==> config.mk <==
export PLATFORM = sky130hd
export DESIGN_NAME = horspool_substring_matcher_unit_flat
export DESIGN_NICKNAME = d
export VERILOG_FILES = /design/src/rtl/core/hsm_pkg.sv /design/src/rtl/core/hsm_if.sv /design/src/rtl/core/hsm_front.sv /design/src/rtl/core/hsm_fifo.sv /design/src/rtl/core/hsm_back.sv /design/src/rtl/core/horspool_substring_matcher_unit.sv /design/src/flat_wrapper.sv
export SDC_FILE = /design/constraint.sdc
export NUM_CORES = 2
export LEC_CHECK = 0
export BUFFER_PORTS_ARGS = -buffer_cell sky130_fd_sc_hd__buf_2
export CAP_MARGIN = 10
export CORE_MARGIN = 2
export CORE_UTILIZATION = 50
export CTS_CLUSTER_DIAMETER = 100
export DETAILED_ROUTE_END_ITERATION = 12
export PLACE_DENSITY = 0.78
export SLEW_MARGIN = 10
export SYNTH_ARGS = -nofsm -noshare
export SYNTH_HDL_FRONTEND = slang
export SYNTH_SLANG_ARGS = --single-unit
==> constraint.sdc <==
create_clock -name clk -period 12.7 [get_ports clk]
set_input_delay 2.54 -clock clk [delete_from_list [all_inputs] [get_ports clk]]
set_output_delay 2.54 -clock clk [all_outputs]
set_load 0.02 [all_outputs]
==> src/rtl/core/hsm_pkg.sv <==
// hsm_pkg: shared constants, register codes and the event word type
// for the Horspool substring matcher. No dependencies.

package hsm_pkg;

	// Sizing
	localparam int MAX_PATTERN_BYTES = 16;
	localparam int POSITION_BITS     = 32;

	// Pattern length / shift values run 0..MAX_PATTERN_BYTES
	localparam int LEN_W = $clog2(MAX_PATTERN_BYTES + 1);
	// Index into the latched pattern bytes
	localparam int IDX_W = (MAX_PATTERN_BYTES > 1) ? $clog2(MAX_PATTERN_BYTES) : 1;
	// Check position needs one bit above the position counter
	localparam int CHK_W = POSITION_BITS + 1;

	// Fixed field widths
	localparam int BYTE_W         = 8;
	localparam int MATCH_START_W  = 32;
	localparam int PAT_REG_W      = 64;
	localparam int PAT_LEN_REG_W  = 5;
	localparam int CFG_DATA_W     = 64;
	localparam int CFG_INDEX_W    = 2;

	// Configuration register indexes
	localparam logic [CFG_INDEX_W-1:0] REG_PATTERN_LOW  = 2'd0;
	localparam logic [CFG_INDEX_W-1:0] REG_PATTERN_HIGH = 2'd1;
	localparam logic [CFG_INDEX_W-1:0] REG_PATTERN_LEN  = 2'd2;

	// Result kinds
	localparam logic RESULT_MATCH   = 1'b0;
	localparam logic RESULT_SUMMARY = 1'b1;

	// Event queue between front and back
	localparam int FIFO_DEPTH = 4;
	localparam int FIFO_PTR_W = $clog2(FIFO_DEPTH);
	localparam int FIFO_CNT_W = $clog2(FIFO_DEPTH + 1);

	// One classified byte: an optional match and an optional summary
	typedef struct packed {
		logic                     has_match;
		logic [MATCH_START_W-1:0] match_start;
		logic                     has_summary;
		logic                     any_match;
		logic                     position_overflow;
	} entry_t;

endpackage

==> src/rtl/core/hsm_if.sv <==
// hsm_if: valid/ready channel interfaces for text words and result words.
// Depends on hsm_pkg.

interface hsm_text_if;
	import hsm_pkg::*;
	logic              valid;
	logic              ready;
	logic [BYTE_W-1:0] text_byte;
	logic              last_byte;

	modport source (output valid, output text_byte, output last_byte, input ready);
	modport sink   (input valid, input text_byte, input last_byte, output ready);
endinterface

interface hsm_result_if;
	import hsm_pkg::*;
	logic                     valid;
	logic                     ready;
	logic                     result_kind;
	logic [MATCH_START_W-1:0] match_start;
	logic                     any_match;
	logic                     position_overflow;
	logic                     last_result;

	modport source (output valid, output result_kind, output match_start,
		output any_match, output position_overflow, output last_result, input ready);
	modport sink   (input valid, input result_kind, input match_start,
		input any_match, input position_overflow, input last_result, output ready);
endinterface

==> src/rtl/core/hsm_front.sv <==
// hsm_front: config registers, text window, shift lookup and window compare.
// Classifies each text word into an event entry. Depends on hsm_pkg, hsm_if.

module hsm_front (
	input  logic                               clk,
	input  logic                               arst_n,
	input  logic                               cfg_we,
	input  logic [hsm_pkg::CFG_INDEX_W-1:0]    cfg_index,
	input  logic [hsm_pkg::CFG_DATA_W-1:0]     cfg_data,
	hsm_text_if.sink                           text,
	input  logic                               fifo_full,
	output logic                               push,
	output hsm_pkg::entry_t                    push_entry
);
	import hsm_pkg::*;

	// config registers
	logic [PAT_REG_W-1:0]     pat_low_q;
	logic [PAT_REG_W-1:0]     pat_high_q;
	logic [PAT_LEN_REG_W-1:0] pat_len_q;

	// per-text state
	logic [BYTE_W-1:0]        lat_pat_q [MAX_PATTERN_BYTES];
	logic [LEN_W-1:0]         lat_len_q;
	logic                     start_q;
	logic [BYTE_W-1:0]        win_q     [MAX_PATTERN_BYTES];
	logic [POSITION_BITS-1:0] pos_q;
	logic [CHK_W-1:0]         next_q;
	logic                     found_q;
	logic                     ovf_q;

	logic [2*PAT_REG_W-1:0]   cfg_all;
	logic [BYTE_W-1:0]        cfg_pat   [MAX_PATTERN_BYTES];
	logic [LEN_W-1:0]         cfg_len;
	logic [BYTE_W-1:0]        eff_pat   [MAX_PATTERN_BYTES];
	logic [LEN_W-1:0]         eff_len;
	logic [BYTE_W-1:0]        win_nxt   [MAX_PATTERN_BYTES];
	logic [IDX_W-1:0]         lane_idx  [MAX_PATTERN_BYTES];
	logic [MAX_PATTERN_BYTES-1:0] lane_ok;
	logic [LEN_W-1:0]         shift;
	logic [CHK_W-1:0]         chk_pos;
	logic                     do_check;
	logic                     hit;
	logic                     pos_max;
	logic [POSITION_BITS-1:0] start_pos;
	logic                     accept;

	assign text.ready = !fifo_full;
	assign accept     = text.valid && text.ready;

	// config image and clamped length
	always_comb begin
		cfg_all = {pat_high_q, pat_low_q};
		for (int i = 0; i < MAX_PATTERN_BYTES; i++) begin
			cfg_pat[i] = cfg_all[BYTE_W*i +: BYTE_W];
		end
		if (pat_len_q > PAT_LEN_REG_W'(MAX_PATTERN_BYTES)) begin
			cfg_len = LEN_W'(MAX_PATTERN_BYTES);
		end else begin
			cfg_len = LEN_W'(pat_len_q);
		end
	end

	// first word of a text uses the live registers, later words the latched copy
	always_comb begin
		for (int i = 0; i < MAX_PATTERN_BYTES; i++) begin
			eff_pat[i] = start_q ? cfg_pat[i] : lat_pat_q[i];
		end
		eff_len = start_q ? cfg_len : lat_len_q;
	end

	// window after this word
	always_comb begin
		win_nxt[0] = text.text_byte;
		for (int k = 1; k < MAX_PATTERN_BYTES; k++) begin
			win_nxt[k] = win_q[k-1];
		end
	end

	// window lane k holds text byte at pattern index len-1-k
	always_comb begin
		for (int k = 0; k < MAX_PATTERN_BYTES; k++) begin
			lane_idx[k] = IDX_W'(eff_len - LEN_W'(1) - LEN_W'(k));
			lane_ok[k]  = (LEN_W'(k) >= eff_len) || (win_nxt[k] == eff_pat[lane_idx[k]]);
		end
	end

	// bad-character shift: rightmost occurrence among the first len-1 bytes wins
	always_comb begin
		shift = eff_len;
		for (int i = 0; i < MAX_PATTERN_BYTES - 1; i++) begin
			if ((LEN_W'(i + 1) < eff_len) && (eff_pat[i] == text.text_byte)) begin
				shift = eff_len - LEN_W'(i + 1);
			end
		end
	end

	always_comb begin
		if (start_q) begin
			chk_pos = (eff_len != '0) ? CHK_W'(eff_len - LEN_W'(1)) : '0;
		end else begin
			chk_pos = next_q;
		end
		do_check  = !ovf_q && (eff_len != '0) && ({1'b0, pos_q} == chk_pos);
		hit       = do_check && (&lane_ok);
		pos_max   = (pos_q == {POSITION_BITS{1'b1}});
		start_pos = pos_q - POSITION_BITS'(eff_len - LEN_W'(1));
	end

	assign push = accept && (hit || text.last_byte);

	always_comb begin
		push_entry.has_match         = hit;
		push_entry.match_start       = MATCH_START_W'(start_pos);
		push_entry.has_summary       = text.last_byte;
		push_entry.any_match         = found_q || hit || (eff_len == '0);
		push_entry.position_overflow = ovf_q || pos_max;
	end

	// config port
	always_ff @(posedge clk or negedge arst_n) begin
		if (!arst_n) begin
			pat_low_q  <= '0;
			pat_high_q <= '0;
			pat_len_q  <= '0;
		end else if (cfg_we) begin
			unique case (cfg_index)
				REG_PATTERN_LOW:  pat_low_q  <= cfg_data[PAT_REG_W-1:0];
				REG_PATTERN_HIGH: pat_high_q <= cfg_data[PAT_REG_W-1:0];
				REG_PATTERN_LEN:  pat_len_q  <= cfg_data[PAT_LEN_REG_W-1:0];
				default: ;
			endcase
		end
	end

	// per-text state
	always_ff @(posedge clk or negedge arst_n) begin
		if (!arst_n) begin
			start_q   <= 1'b1;
			pos_q     <= '0;
			next_q    <= '0;
			found_q   <= 1'b0;
			ovf_q     <= 1'b0;
			lat_len_q <= '0;
			for (int k = 0; k < MAX_PATTERN_BYTES; k++) begin
				win_q[k]     <= '0;
				lat_pat_q[k] <= '0;
			end
		end else if (accept) begin
			for (int k = 0; k < MAX_PATTERN_BYTES; k++) begin
				lat_pat_q[k] <= eff_pat[k];
			end
			lat_len_q <= eff_len;
			if (text.last_byte) begin
				start_q <= 1'b1;
				pos_q   <= '0;
				next_q  <= '0;
				found_q <= 1'b0;
				ovf_q   <= 1'b0;
				for (int k = 0; k < MAX_PATTERN_BYTES; k++) begin
					win_q[k] <= '0;
				end
			end else begin
				start_q <= 1'b0;
				for (int k = 0; k < MAX_PATTERN_BYTES; k++) begin
					win_q[k] <= win_nxt[k];
				end
				next_q  <= do_check ? (chk_pos + CHK_W'(shift)) : chk_pos;
				found_q <= found_q || hit;
				if (!ovf_q) begin
					if (pos_max) begin
						ovf_q <= 1'b1;
					end else begin
						pos_q <= pos_q + POSITION_BITS'(1);
					end
				end
			end
		end
	end

endmodule

==> src/rtl/core/hsm_fifo.sv <==
// hsm_fifo: short event queue between the front and back parts.
// Depends on hsm_pkg.

module hsm_fifo (
	input  logic            clk,
	input  logic            arst_n,
	input  logic            push,
	input  hsm_pkg::entry_t push_entry,
	output logic            full,
	input  logic            pop,
	output logic            empty,
	output hsm_pkg::entry_t head
);
	import hsm_pkg::*;

	entry_t                mem_q [FIFO_DEPTH];
	logic [FIFO_PTR_W-1:0] wr_ptr_q;
	logic [FIFO_PTR_W-1:0] rd_ptr_q;
	logic [FIFO_CNT_W-1:0] cnt_q;
	logic                  do_push;
	logic                  do_pop;

	assign full    = (cnt_q == FIFO_CNT_W'(FIFO_DEPTH));
	assign empty   = (cnt_q == '0);
	assign head    = mem_q[rd_ptr_q];
	assign do_push = push && !full;
	assign do_pop  = pop && !empty;

	always_ff @(posedge clk) begin
		if (do_push) begin
			mem_q[wr_ptr_q] <= push_entry;
		end
	end

	always_ff @(posedge clk or negedge arst_n) begin
		if (!arst_n) begin
			wr_ptr_q <= '0;
			rd_ptr_q <= '0;
			cnt_q    <= '0;
		end else begin
			if (do_push) begin
				wr_ptr_q <= (wr_ptr_q == FIFO_PTR_W'(FIFO_DEPTH - 1)) ? '0 : wr_ptr_q + 1'b1;
			end
			if (do_pop) begin
				rd_ptr_q <= (rd_ptr_q == FIFO_PTR_W'(FIFO_DEPTH - 1)) ? '0 : rd_ptr_q + 1'b1;
			end
			unique case ({do_push, do_pop})
				2'b10:   cnt_q <= cnt_q + 1'b1;
				2'b01:   cnt_q <= cnt_q - 1'b1;
				default: cnt_q <= cnt_q;
			endcase
		end
	end

endmodule

==> src/rtl/core/hsm_back.sv <==
// hsm_back: expands queued events into result words behind an output register.
// Depends on hsm_pkg, hsm_if.

module hsm_back (
	input  logic            clk,
	input  logic            arst_n,
	input  logic            empty,
	input  hsm_pkg::entry_t head,
	output logic            pop,
	hsm_result_if.source    result
);
	import hsm_pkg::*;

	logic                     valid_q;
	logic                     kind_q;
	logic [MATCH_START_W-1:0] start_q;
	logic                     any_q;
	logic                     ovf_q;
	logic                     last_q;
	logic                     phase_q;   // match of the head entry already sent
	logic                     load;
	logic                     emit_match;

	assign load       = !valid_q || result.ready;
	assign emit_match = head.has_match && !phase_q;
	assign pop        = load && !empty && (!emit_match || !head.has_summary);

	assign result.valid             = valid_q;
	assign result.result_kind       = kind_q;
	assign result.match_start       = start_q;
	assign result.any_match         = any_q;
	assign result.position_overflow = ovf_q;
	assign result.last_result       = last_q;

	always_ff @(posedge clk or negedge arst_n) begin
		if (!arst_n) begin
			valid_q <= 1'b0;
			phase_q <= 1'b0;
		end else if (load) begin
			valid_q <= !empty;
			if (!empty) begin
				phase_q <= emit_match && head.has_summary;
			end
		end
	end

	always_ff @(posedge clk) begin
		if (load && !empty) begin
			if (emit_match) begin
				kind_q  <= RESULT_MATCH;
				start_q <= head.match_start;
				any_q   <= 1'b0;
				ovf_q   <= 1'b0;
				last_q  <= 1'b0;
			end else begin
				kind_q  <= RESULT_SUMMARY;
				start_q <= '0;
				any_q   <= head.any_match;
				ovf_q   <= head.position_overflow;
				last_q  <= 1'b1;
			end
		end
	end

endmodule

==> src/rtl/core/horspool_substring_matcher_unit.sv <==
// horspool_substring_matcher_unit: top level of the Horspool substring matcher.
// Depends on hsm_pkg, hsm_if, hsm_front, hsm_fifo, hsm_back.
//
//  channel   dir  handshake      word contents
//  --------  ---  -------------  ------------------------------------------------
//  text      in   valid/ready    text_byte[7:0], last_byte
//  result    out  valid/ready    result_kind, match_start[31:0], any_match,
//                                position_overflow, last_result
//  cfg       in   cfg_we         cfg_index[1:0], cfg_data[63:0] (write only)
//
// One text word per cycle while the event queue is not full: the front does the window compare, shift lookup and
// check-position update in the cycle the word is taken.
// A word with both a match and the end-of-text summary yields two result words;
// the 4-entry event queue absorbs that and short result-side stalls.
// text.ready drops only when the event queue is full.
// A result word passes through the queue write and then the output register
// before it is presented on the result channel.
// Reset (arst_n low) clears the config registers to zero and empties the queue.

module horspool_substring_matcher_unit (
	input  logic                            clk,
	input  logic                            arst_n,
	input  logic                            cfg_we,
	input  logic [hsm_pkg::CFG_INDEX_W-1:0] cfg_index,
	input  logic [hsm_pkg::CFG_DATA_W-1:0]  cfg_data,
	hsm_text_if.sink                        text,
	hsm_result_if.source                    result
);
	import hsm_pkg::*;

	// front -> queue
	logic   push;
	entry_t push_entry;
	logic   full;

	// queue -> back
	logic   empty;
	logic   pop;
	entry_t head;

	// Front: holds pattern registers, latches them on the first word of a text,
	// keeps the text window, position and next check point, and turns each
	// word into an event (match start and/or summary) when there is one.
	hsm_front u_front (
		.clk        (clk),
		.arst_n     (arst_n),
		.cfg_we     (cfg_we),
		.cfg_index  (cfg_index),
		.cfg_data   (cfg_data),
		.text       (text),
		.fifo_full  (full),
		.push       (push),
		.push_entry (push_entry)
	);

	// Event queue: decouples classification from result delivery.
	hsm_fifo u_fifo (
		.clk        (clk),
		.arst_n     (arst_n),
		.push       (push),
		.push_entry (push_entry),
		.full       (full),
		.pop        (pop),
		.empty      (empty),
		.head       (head)
	);

	// Back: from each event, sends the match word (if any) first, then the summary word (if any).
	hsm_back u_back (
		.clk    (clk),
		.arst_n (arst_n),
		.empty  (empty),
		.head   (head),
		.pop    (pop),
		.result (result)
	);

endmodule

==> src/flat_wrapper.sv <==
// flat-port wrapper written by rule: the top's interface ports become plain ports
module horspool_substring_matcher_unit_flat import hsm_pkg::*;
  (clk, arst_n, cfg_we, cfg_index, cfg_data, text_valid, text_text_byte, text_last_byte, text_ready, result_valid, result_result_kind, result_match_start, result_any_match, result_position_overflow, result_last_result, result_ready);
  hsm_text_if text_i ();
  hsm_result_if result_i ();
  input  logic clk;
  input  logic arst_n;
  input  logic cfg_we;
  input  logic [hsm_pkg::CFG_INDEX_W-1:0] cfg_index;
  input  logic [hsm_pkg::CFG_DATA_W-1:0] cfg_data;
  input wire logic [$bits(text_i.valid)-1:0] text_valid;
  input wire logic [$bits(text_i.text_byte)-1:0] text_text_byte;
  input wire logic [$bits(text_i.last_byte)-1:0] text_last_byte;
  output wire logic [$bits(text_i.ready)-1:0] text_ready;
  output wire logic [$bits(result_i.valid)-1:0] result_valid;
  output wire logic [$bits(result_i.result_kind)-1:0] result_result_kind;
  output wire logic [$bits(result_i.match_start)-1:0] result_match_start;
  output wire logic [$bits(result_i.any_match)-1:0] result_any_match;
  output wire logic [$bits(result_i.position_overflow)-1:0] result_position_overflow;
  output wire logic [$bits(result_i.last_result)-1:0] result_last_result;
  input wire logic [$bits(result_i.ready)-1:0] result_ready;
  assign text_i.valid = text_valid;
  assign text_i.text_byte = text_text_byte;
  assign text_i.last_byte = text_last_byte;
  assign text_ready = text_i.ready;
  assign result_valid = result_i.valid;
  assign result_result_kind = result_i.result_kind;
  assign result_match_start = result_i.match_start;
  assign result_any_match = result_i.any_match;
  assign result_position_overflow = result_i.position_overflow;
  assign result_last_result = result_i.last_result;
  assign result_i.ready = result_ready;
  horspool_substring_matcher_unit u_core (.clk(clk), .arst_n(arst_n), .cfg_we(cfg_we), .cfg_index(cfg_index), .cfg_data(cfg_data), .text(text_i), .result(result_i));
endmodule
==> out/metrics.yaml <==
status: "finished with violations"
violations: "max-capacitance violations, max-slew violations"
cp-start-kind: "flop"
grt_usage_pct: 36.7
numPortBuffers: 117
vias: 36600
synth-main-ff-cell: "dfrtp_1"
worst-path-max-fanout: 50
tightestPinTransition_ns: 1.54
final_nets: 4411
fmax_mhz: 99.7
antenna_left: 0
vias_per_cell: 6.65
drc: 0
cp-end-kind: "flop"
grt_pass1_vias: 34800
cpLargestDelayFamily: "simple AND/OR/NAND/NOR gates"
synth_edf_count: 179
synth_nets: 4465
fin_cells: 5498
slew_headroom_pct: -3.45
cp_cell_sequence: "and2b_1 -> nor2_1 -> ha_2 -> clkinv_1 -> a21oi_1 -> nor2_4 -> ha_2 -> buf_4 -> nand2b_1 -> a2111oi_0 -> a221o_1 -> nor4_1 -> xor2_1 -> nor3_1 -> nand4_1 -> a31o_2 -> a2111o_1 -> a2111oi_4 -> a41oi_4 -> nor2_4"
crit_arrival_ns: 10.31
dieHeight_um: 305
avgSynthCellArea_um2: 10.5
hold_path_class: "flop to flop"
min_period_ns: 10.03
design_area_um2: 49200
ys_seq_elements: 642
clock-sinks: 642
ios: 118
grt_pass1_wl_um: 248000
cts-root-buf: "clkbuf_16"
ys_async_sr_fraction_pct: 72.1
drv_slew: 2
cts_tree: "built"
dr.first_iter.drc_count: 4613
slowest_delay_ns: 1.01
cap_violations: 1
place_congestion: 1.10
crit_required_ns: 12.98
grt_max_degree: 163
synth_area_leader_cell: "dfrtp_1"
synthTopCellsByArea: "dfrtp_1 (25%), edfxtp_1 (12%), mux2i_1 (9.4%)"
dieWidth_um: 305
rsz0062_at_grt: "false"
clk_path_buf_depth: 3
cts_resized: 0
hpwl_um: 129000
skew_ns: 0.0463
setup_viol: 0
clk_latency_ns: 0.68
first_pass_iters: 6
gr-total-overflow: 0
clk_transition_reported_paths_ns: 0.06
cp_slowest_cell: "nor2_4"
critPathBufInv: 2
synth_cell_types: 95
place_area_um2: 46700
start_util_pct: 50.4
drive_gt1_share_pct: 19.0
drt_wl_total_um: 173000
core_area_um2: 90000
yosysWarnings: 0
synth_seq_area_share_pct: 37.4
synth_cells: 4317
area_growth_syn_to_layout_pct: 8.47
ctsHoldBuffers: 0
num_rows: 110
die-area_um2: 93200
post_cts_buffers: 0
hold_viol: 0
cts_buffers: 73
wl_per_cell_um: 31.5
path_class: "flop to flop"
htree_levels: 3
num_antenna_cells: 0
dp_cells: 5364
syn_area_um2: 45400
setup_tns_ns: 0
post-route-period-util_pct: 79.0
antenna_found_initial: 5
synth_top_area_share_pct: 25.5
path summary, 6_finish.rpt:
| path | start | endpoint | slack (ns) | cells past startpoint |
|---|---|---|---|---|
| hold reg to reg | u_core.u_front.lat_len_q[4]$_DFFE_PN0P_ | u_core.u_front.lat_len_q[4]$_DFFE_PN0P_ | 0.49 | 2 |
| setup reg to reg | u_core.u_front.start_q$_DFFE_PN1P_ | u_core.u_fifo.mem_q[2][20]$_DFFE_PP_ | 2.67 | 20 |
| setup / recovery | u_core.u_front.start_q$_DFFE_PN1P_ | u_core.u_fifo.mem_q[2][20]$_DFFE_PP_ | 2.67 | 20 |
| min in group asynchronous | arst_n | u_core.u_front.win_nxt[11]$_DFFE_PN0P_ | 1.92 | 1 |
| max in group asynchronous | arst_n | u_core.u_front.pat_low_q[41]$_DFFE_PN0P_ | 8.45 | 3 |
| hold / removal | u_core.u_front.lat_len_q[4]$_DFFE_PN0P_ | u_core.u_front.lat_len_q[4]$_DFFE_PN0P_ | 0.49 | 2 |
worst register-to-register path, stage by stage, from the launching register on:
cell and delay, ns:
dfstp_4 0.97, and2b_1 0.39, nor2_1 0.89, ha_2 0.51, clkinv_1 0.40, a21oi_1 0.72, nor2_4 0.08, ha_2 0.34
buf_4 0.59, nand2b_1 0.45, a2111oi_0 0.14, a221o_1 0.30, nor4_1 0.73, xor2_1 0.15, nor3_1 0.23, nand4_1 0.12
a31o_2 0.30, a2111o_1 0.47, a2111oi_4 0.44, a41oi_4 0.37, nor2_4 1.02
stage by stage:
stage                     utilization (%)  setup slack (ns)  hold WS (ns)
after global routing                 54.7              2.39         0.506
after global placement               51.9              3.09         0.465
after CTS                            54.7              2.92         0.490
after detailed placement             51.9              2.94         0.474
after floorplan                         -              3.44         0.446
final                                54.7              2.67         0.494
layout make-up:
cell class	count	area, um2
Fill cell	7700	40800
Multi-Input combinational cell	3273	26800
Sequential cell	642	17000
Clock buffer	97	2010
Tap cell	1176	1470
Timing Repair Buffer	187	1190
Clock inverter	37	462
Inverter	86	324
placed cells by master (no fill, tap or decap), types with 121 or more instances in the layout:
| master | Yosys | final |
|---|---|---|
| a21oi_1 | 126 | 125 |
| dfrtp_1 | 462 | 460 |
| edfxtp_1 | 179 | 179 |
| mux2_2 | 305 | 305 |
| mux2i_1 | 424 | 424 |
| mux4_2 | 146 | 146 |
| nand2_1 | 433 | 430 |
| nand3b_1 | 121 | 121 |
| nor2_1 | 181 | 175 |
| o21ai_0 | 124 | 124 |
| xnor2_1 | 298 | 298 |
| xor2_1 | 134 | 134 |
cells by family (layout without fill, tap and decap cells):
| family | after synthesis | in the layout | share of synthesized area [%] |
|---|---|---|---|
| and+or+nand+nor | 1218 | 1218 | 13.9 |
| muxes | 877 | 877 | 24.2 |
| AOI/OAI and AO/OA | 673 | 673 | 10.1 |
| DFF | 642 | 642 | 37.4 |
| xor gates and xnor gates | 437 | 437 | 8.56 |
| buffers and inverters | 402 | 407 | 3.90 |
| adders and majority gates | 68 | 68 | 1.92 |
Yosys cell counts, types with 32 or more instances:
| cell type | n |
|---|---|
| nand3b_1 | 121 |
| ha_1 | 65 |
| mux2_2 | 305 |
| buf_4 | 32 |
| buf_2 | 87 |
| nor2_1 | 181 |
| a31oi_1 | 76 |
| xor2_1 | 134 |
| nor4_1 | 50 |
| o21ai_0 | 124 |
| a21oi_1 | 126 |
| clkbuf_1 | 157 |
| buf_1 | 36 |
| nand3_1 | 66 |
| edfxtp_1 | 179 |
| xnor2_1 | 298 |
| inv_1 | 78 |
| nand4_1 | 53 |
| dfrtp_1 | 462 |
| nor2b_1 | 111 |
| nor3_1 | 50 |
| nand2_1 | 433 |
| a211oi_1 | 68 |
| mux4_2 | 146 |
| mux2i_1 | 424 |
state kept, by name, summed over array words and instances (netlist names), 2 cells and up:
signal                            cells
u_core.u_front.pat_high_q            64
u_core.u_front.lat_len_q              5
u_core.u_back.result.match_start     32
u_core.u_front.pat_len_q              5
u_core.u_fifo.rd_ptr_q                2
u_core.u_fifo.mem_q                 144
u_core.u_front.pos_q                 32
u_core.u_front.pat_low_q             64
u_core.u_fifo.wr_ptr_q                2
u_core.u_front.lat_pat_q            128
u_core.u_fifo.cnt_q                   3
u_core.u_front.win_nxt              120
u_core.u_front.next_q                33
metal layers:
metal | part of all wire (%) | global-route usage, % | wire length [um]
met5 | 0.0052 | 0 | 9
met4 | 8.5 | 26.0 | 14800
met3 | 10 | 9.09 | 17200
met2 | 43 | 55.0 | 75200
met1 | 38 | 46.5 | 65800
Power is not shown: default switching activity piles up to over one toggle a cycle in this logic, so the estimate is an artifact.
